File: src/design/cbt_pkg.sv
// Shared types and constants for the counted binary trie max-XOR block.
// Used by the front queue, the trie engine and the top level.
// Depends on nothing.
package cbt_pkg;

	// Field widths fixed by the stream format.
	localparam int OP_W    = 2;
	localparam int KEY_W   = 31;
	localparam int XOR_W   = 31;
	localparam int STAT_W  = 2;
	localparam int TDATA_W = 40;
	localparam int COUNT_W = 16;
	localparam logic [COUNT_W-1:0] COUNT_MAX = 16'hFFFF;

	// Operation codes carried in the input transaction.
	typedef enum logic [OP_W-1:0] {
		OP_INSERT = 2'd0,
		OP_DELETE = 2'd1,
		OP_QUERY  = 2'd2,
		OP_CLEAR  = 2'd3
	} op_e_t;

	// Result status codes.
	typedef enum logic [STAT_W-1:0] {
		ST_OK     = 2'd0,
		ST_FULL   = 2'd1,
		ST_ABSENT = 2'd2,
		ST_EMPTY  = 2'd3
	} status_e_t;

	// One queued operation.
	typedef struct packed {
		op_e_t             op;
		logic [KEY_W-1:0]  key;
	} item_t;

endpackage

File: src/design/cbt_front.sv
// Front end: accepts input transactions, decodes the operation code and
// holds them in a two-entry queue for the trie engine. Uses cbt_pkg.
module cbt_front (
	input  logic                          clk,
	input  logic                          arst_n,
	input  logic                          s_tvalid,
	output logic                          s_tready,
	input  logic [cbt_pkg::TDATA_W-1:0]   s_tdata,
	output logic                          q_valid,
	input  logic                          q_pop,
	output cbt_pkg::item_t                q_item
);

	cbt_pkg::item_t   mem_q [2];
	logic             wr_ptr_q;
	logic             rd_ptr_q;
	logic [1:0]       count_q;
	logic             push;
	cbt_pkg::item_t   in_item;

	// Split the transaction into operation and key.
	assign in_item.op  = cbt_pkg::op_e_t'(s_tdata[cbt_pkg::OP_W-1:0]);
	assign in_item.key = s_tdata[cbt_pkg::OP_W +: cbt_pkg::KEY_W];

	assign s_tready = (count_q != 2'd2);
	assign q_valid  = (count_q != 2'd0);
	assign push     = s_tvalid && s_tready;
	assign q_item   = mem_q[rd_ptr_q];

	// Queue storage.
	always_ff @(posedge clk) begin
		if (push) begin
			mem_q[wr_ptr_q] <= in_item;
		end
	end

	// Queue pointers and fill level.
	always_ff @(posedge clk or negedge arst_n) begin
		if (!arst_n) begin
			wr_ptr_q <= 1'b0;
			rd_ptr_q <= 1'b0;
			count_q  <= 2'd0;
		end else begin
			if (push) begin
				wr_ptr_q <= ~wr_ptr_q;
			end
			if (q_pop) begin
				rd_ptr_q <= ~rd_ptr_q;
			end
			count_q <= count_q + {1'b0, push} - {1'b0, q_pop};
		end
	end

endmodule

File: config.mk
export PLATFORM = sky130hd
export DESIGN_NAME = cbt_front
export DESIGN_NICKNAME = d
export VERILOG_FILES = /design/src/design/cbt_pkg.sv /design/src/design/cbt_front.sv
export SDC_FILE = /design/constraint.sdc
export NUM_CORES = 1
export LEC_CHECK = 0
export ABC_AREA = 1
export BUFFER_PORTS_ARGS = -buffer_cell sky130_fd_sc_hd__buf_2
export CAP_MARGIN = 10
export CORE_ASPECT_RATIO = 0.6
export CORE_MARGIN = 5
export CORE_UTILIZATION = 50
export CTS_BUF_LIST = sky130_fd_sc_hd__clkbuf_16
export DETAILED_ROUTE_END_ITERATION = 10
export GPL_ROUTABILITY_DRIVEN = 0
export HOLD_SLACK_MARGIN = 0.1
export PLACE_DENSITY = 0.77
export SLEW_MARGIN = 20
export SYNTH_ARGS = -nofsm -noshare
export SYNTH_HDL_FRONTEND = slang
export SYNTH_SLANG_ARGS = --single-unit
export TNS_END_PERCENT = 1
File: constraint.sdc
create_clock -name clk -period 5.5 [get_ports clk]
set_input_delay 0.55 -clock clk [delete_from_list [all_inputs] [get_ports clk]]
set_output_delay 0.55 -clock clk [all_outputs]
set_load 0.05 [all_outputs]
# Word level (Yosys, flattened, before mapping)
# Memories as Yosys holds them, arrays and structs flattened.
# Cells that the tools add are included.
# W data, S select, Z words.
[op_classes]
add_sub_neg = 2
multipliers = 0
div = 0
magnitude_cmp = 0
eq_ne = 1
shifts = 0
mux = 2
n_bitwise = 2
n_reduce_logical = 2
[ops]
columns = ["op", "count"]
rows = [
  ["$add A2 B1 Y2", 1],
  ["$mux W1", 2],
  ["$ne A2 B2 Y1 const B", 1],
  ["$not A1 Y1", 2],
  ["$reduce_bool A2 Y1", 1],
  ["$sub A2 B1 Y2", 1],
  ["$logic_and A1 B1 Y1", 1],
]
[totals]
register_bits = 4
latchBits = 0
mem_bits_rw = 66
rom_bits = 0
input_bits = 44
output_inout_bits = 35
memories = 1
[memory_table]
columns = ["memory", "words", "width", "read_ports", "rd_clocked_by_memory_dff", "wr", "line_no", "text"]
rows = [
  ["mem_q", 2, 33, 1, 0, 1, "cbt_front.sv:14", "cbt_pkg::item_t mem_q [2];"],
]

# Depth between registers and ports, before layout
[depth]
word_depth = 4
depth_mapped = 12
ltp_nobuf = 12

# Worst setup path after synthesis
# Ideal clock, no wire load.
[synth_path]
path_kind = "flip-flop to flip-flop"
start = "register count_q[1]"
end = "memory mem_q[1][0] (netlist bit), enable pin"
arrival_time_ns = 2.422
t_required_ns = 5.075
setup_slack_ns = 2.653
path_stages_with_launch = 4
n_path_buf = 0
period_less_slack_ns = 2.847
path_cell_list = "dfrtp_1 nand2_1 nand2_1 nor2_1"
[synth_via]
elab_chain_cells = 4
[synth_rtl]
columns = ["element", "line_no", "text"]
rows = [
  ["from (decl)", "cbt_front.sv:17", "logic [1:0] count_q;"],
  ["from (signal assigned)", "cbt_front.sv:50", "count_q <= count_q + {1'b0, push} - {1'b0, q_pop};"],
  ["$ne A2 B2 Y1", "cbt_front.sv:25", "assign s_tready = (count_q != 2'd2);"],
  ["net s_tready", "cbt_front.sv:7", "output logic s_tready,"],
  ["$logic_and A1 B1 Y1", "cbt_front.sv:27", "assign push = s_tvalid && s_tready;"],
  ["$mux W1", "cbt_front.sv:32", "if (push) begin"],
  ["$mux W1 (implied by the code)", "cbt_front.sv:33", "mem_q[wr_ptr_q] <= in_item;"],
  ["to (decl)", "cbt_front.sv:14", ""],
]
# The timed path passes the listed nets, and every way through them passes these cells.

==> impl.org <==
** Logic synthesis
- Post-synth net total :: 175
- Post-Syn Area per Cell :: 21.08 µm²
- Synth Area in Simple Gates :: 2.237%
- After synthesis the cells add up to 2740 µm².
- Flops & latches, synth :: 70
- Combinational family with the most area after synthesis :: multiplexers
- Portion of netlist area occupied by mux cells :: 17.53%
- The Yosys step of the flow raised 0 warnings.
- After synthesis, the netlist uses 14 different library cells.
- Post-synthesis adder-cell area fraction :: 0.4566%
- In the synthesized netlist, the number of instances is 130.
- The synthesized netlist devotes 0.1826% of its cell area to compound gates.
- XOR/XNOR Fraction of Synth Area :: 0.3196%
- Sequential cells were found to cover 75.98% of the synthesized design area.

** Clock tree
- Clock tree from TritonCTS :: built
- Counting every sink on the clock net gives 70.
- Post_cts resized :: 0
- The number of clock buffers added by TritonCTS is 9.
- Clock slew seen by the registers of the worst setup and hold paths :: 50 ps
- Hold buffer count at cts :: 1
- H-tree Lvls :: 3
- CTS max path bufs :: 2
- Post-CTS Repair Setup Buffers :: 0
- The tree is rooted in a sky130_fd_sc_hd__clkbuf_16.
- At the later pin of the worst-skew pair, clock insertion delay measures 320 ps.

** Power and ir drop
- Power comes to 0.002216 W.
- Dividing total power by cell area gives a power density of 651.2 nW/µm².
- The worst-case IR drop observed on VDD is 0.0004178 V.
- Combinational cells account for 39.2% of the total power.
- Per report_power, the sequential group accounts for 37.4% of the total.
- Switching Fraction :: 38.90%
- Static leakage :: 1.412 nW
- NetSw :: 0.0008620 W
- Internal power contribution :: 0.001354 W
- Clock power share :: 23.5%

** Worst hold path
- The worst hold path belongs to the class input port to flip-flop.

** Floorplanning
- Placement Rows :: 20
- Chip Width :: 105.6 µm
- I/O pin cnt :: 79
- Effective utilization at floorplan :: 52.90%
- The floorplan step defined a die boundary enclosing 7109 µm².
- The die is 67.34 µm tall.
- Core area :: 5180 µm²

** Route
- Total via count after detailed routing :: 1,336
- Once detail routing completed, the nets flagged for antenna violations numbered 0.
- Dividing the detail-routed wire length by the instance count gives 15.73 µm.
- Final wirelength :: 4374 µm
- Before antenna repair, the detailed router went through 4 iterations.
- After detailed routing, the number of remaining DRC violations is 0.
- 1st-iter DRT viols :: 34
- Dividing the detail-routed via count by the number of cells gives 4.806.

** Critical path
- The critical path in this run is classified as flip-flop to primary output.
- Required @ worst endpoint :: 4950 ps
- The worst setup path is launched from a flip-flop.
- For the worst setup path, the data arrival time is 2000 ps.
- Of all nets on the critical path, the largest fanout is 34.
- STA classifies the critical path endpoint as a primary output.

** Final layout
- The repair_antennas step left the layout with diodes totalling 0.
- Storage cell area :: 2083 µm²
- Fillers :: 367
- The multi-input combinational cells in the finished layout cover a total of 583.1 µm².
- Compared with the post-synthesis result, the final layout area differs by 24.20%.
- Number of nets in the finished design :: 254
- Fraction of layout instances using a drive strength above 1 :: 55.19%

** Timing
- The smallest clock period supported by the final layout is computed as 2546 ps.
- Summed over all failing endpoints, the final setup total negative slack is 0 ps.
- The worst pin sits at a relative slew slack of 30.99%.
- For the pin with the worst max-slew slack, the measured transition is 1035 ps.
- The total count of max-transition violations in the final report was 0.
- Top achievable clock speed :: 0.3928 GHz
- Unrepaired setup endpoints after global routing :: false
- Clock skew :: 4.856 ps
- Number of failing hold endpoints at the final stage :: 0
- In the finished design, the share of the clock period the worst path needs comes to 46.28%.
- Setup violations remaining at the end of the flow were counted as 0.

** Run
- Max-cap violations in this run came to 0.

** Outcome
- Run status :: completed

** Global routing
- After global routing the overflow that remains totals 0.
- Number of global-route vias before repair :: 1,413
- Wire length of the first global-routing pass :: 6948 µm
- Across every metal layer, demand over resource in global routing totals 13.55%.
- The initial antenna violation count is 0.
- Pin count of the biggest net entering global routing :: 35

** Placement
- Number of I/O port buffers :: 71
[cell usage in the layout, fill, tap and decap left out]
cell type | synthesis | final
sky130_fd_sc_hd__buf_2 | 0 | 71
sky130_fd_sc_hd__edfxtp_1 | 66 | 66
sky130_fd_sc_hd__mux2_4 | 29 | 29
sky130_fd_sc_hd__nand2_1 | 10 | 10
sky130_fd_sc_hd__clkbuf_16 | 0 | 9
sky130_fd_sc_hd__inv_1 | 5 | 7
sky130_fd_sc_hd__mux2_2 | 4 | 4
sky130_fd_sc_hd__dfrtp_1 | 4 | 3
sky130_fd_sc_hd__nor2_4 | 0 | 2
sky130_fd_sc_hd__clkinv_1 | 0 | 2
sky130_fd_sc_hd__nand3b_1 | 1 | 1
sky130_fd_sc_hd__nand3_1 | 1 | 1
sky130_fd_sc_hd__a21oi_1 | 1 | 1
sky130_fd_sc_hd__nor2_1 | 3 | 1
sky130_fd_sc_hd__xor2_1 | 1 | 1
sky130_fd_sc_hd__ha_1 | 1 | 1
sky130_fd_sc_hd__bufinv_16 | 0 | 1
sky130_fd_sc_hd__dlygate4sd3_1 | 0 | 1
sky130_fd_sc_hd__dfrtp_2 | 0 | 1
[routing by layer]
| metal | track usage (%) | share of wire, % | vias up |
|---|---|---|---|
| li1 | - | - | 651 |
| met1 | 15.84 | 44 | 629 |
| met2 | 21.27 | 45 | 50 |
| met3 | 7.736 | 10 | 6 |
| met4 | 4.847 | 0.87 | 0 |
| met5 | 0 | 0 | - |
[critical path: stages, from the launching register on]
cell                      delay, ps
sky130_fd_sc_hd__dfrtp_2       1050
sky130_fd_sc_hd__mux2_2         420
sky130_fd_sc_hd__buf_2          210
[power groups by stage]
stage / Combinational [W] / Sequential, W / Clock (W)
floorplan: 0.000817 / 0.000768 / 0
CTS: 0.000879 / 0.000833 / 0.000534
global placement: 0.000872 / 0.000835 / 0
global route: 0.000914 / 0.000847 / 0.000563
finish: 0.000868 / 0.000829 / 0.000520
detailed placement: 0.000876 / 0.000843 / 0
[path summary, 6_finish.rpt]
kind | cells after the start | endpoint | startpoint | slack [ps]
worst max register to register | 3 | mem_q[1][24]$_DFFE_PP_ | count_q[1]$_DFF_PN0_ | 3580
worst max-delay path | 2 | q_item[1] | rd_ptr_q$_DFFE_PN0P_ | 2950
min in group asynchronous | 2 | count_q[0]$_DFF_PN0_ | arst_n | 580
worst min-delay path | 1 | mem_q[1][15]$_DFFE_PP_ | s_tdata[17] | 420
worst min register to register | 1 | count_q[0]$_DFF_PN0_ | count_q[0]$_DFF_PN0_ | 520
max in group asynchronous | 2 | rd_ptr_q$_DFFE_PN0P_ | arst_n | 4770
[Yosys cell counts, drive strengths merged]
library cell	n	share of area [%]
nor2	3	0.41
nand3b	1	0.27
edfxtp	66	72
nand3	1	0.18
dfrtp	4	3.7
inv	5	0.69
xor2	1	0.32
nand2	10	1.4
buf	4	2.6
ha	1	0.46
a21oi	1	0.18
mux2	33	18
[flip-flops by register name (all words and copies together) (netlist names)]
name / cells
count_q: 2
mem_q: 66
rd_ptr_q: 1
wr_ptr_q: 1
[per-stage QoR]
| stage | cell area (µm²) | hold slack (ps) | setup slack, ps | std cells | util, % |
|---|---|---|---|---|---|
| final | 3403 | 417.0 | 2954 | 278 | 65.70 |
| after global routing | 3403 | 399.3 | 2832 | 278 | 65.70 |
| after floorplan | 2740 | 254.4 | 2653 | 130 | - |
| after CTS | 3403 | 404.9 | 2899 | 278 | 65.70 |
| after global placement | 3123 | 364.3 | 3261 | 263 | 60.29 |
| after detailed placement | 3123 | 366.1 | 3253 | 263 | 60.29 |
[cell type report]
type,instances,share of cell area (%)
clock buffer,9,6.618
clock inverter,5,1.324
inverter,5,0.5515
multi-input combinational,51,17.13
sequential,70,61.21
tap,66,2.426
timing repair buffer,72,10.74
[cells by family after synthesis]
group | Yosys count
xor+xnor | 1
flops | 70
buf+inv | 9
fa+ha+maj | 1
mux | 33
compound gates | 1
simple gates | 15
No activity file was read; power rests on OpenSTA's default activity.
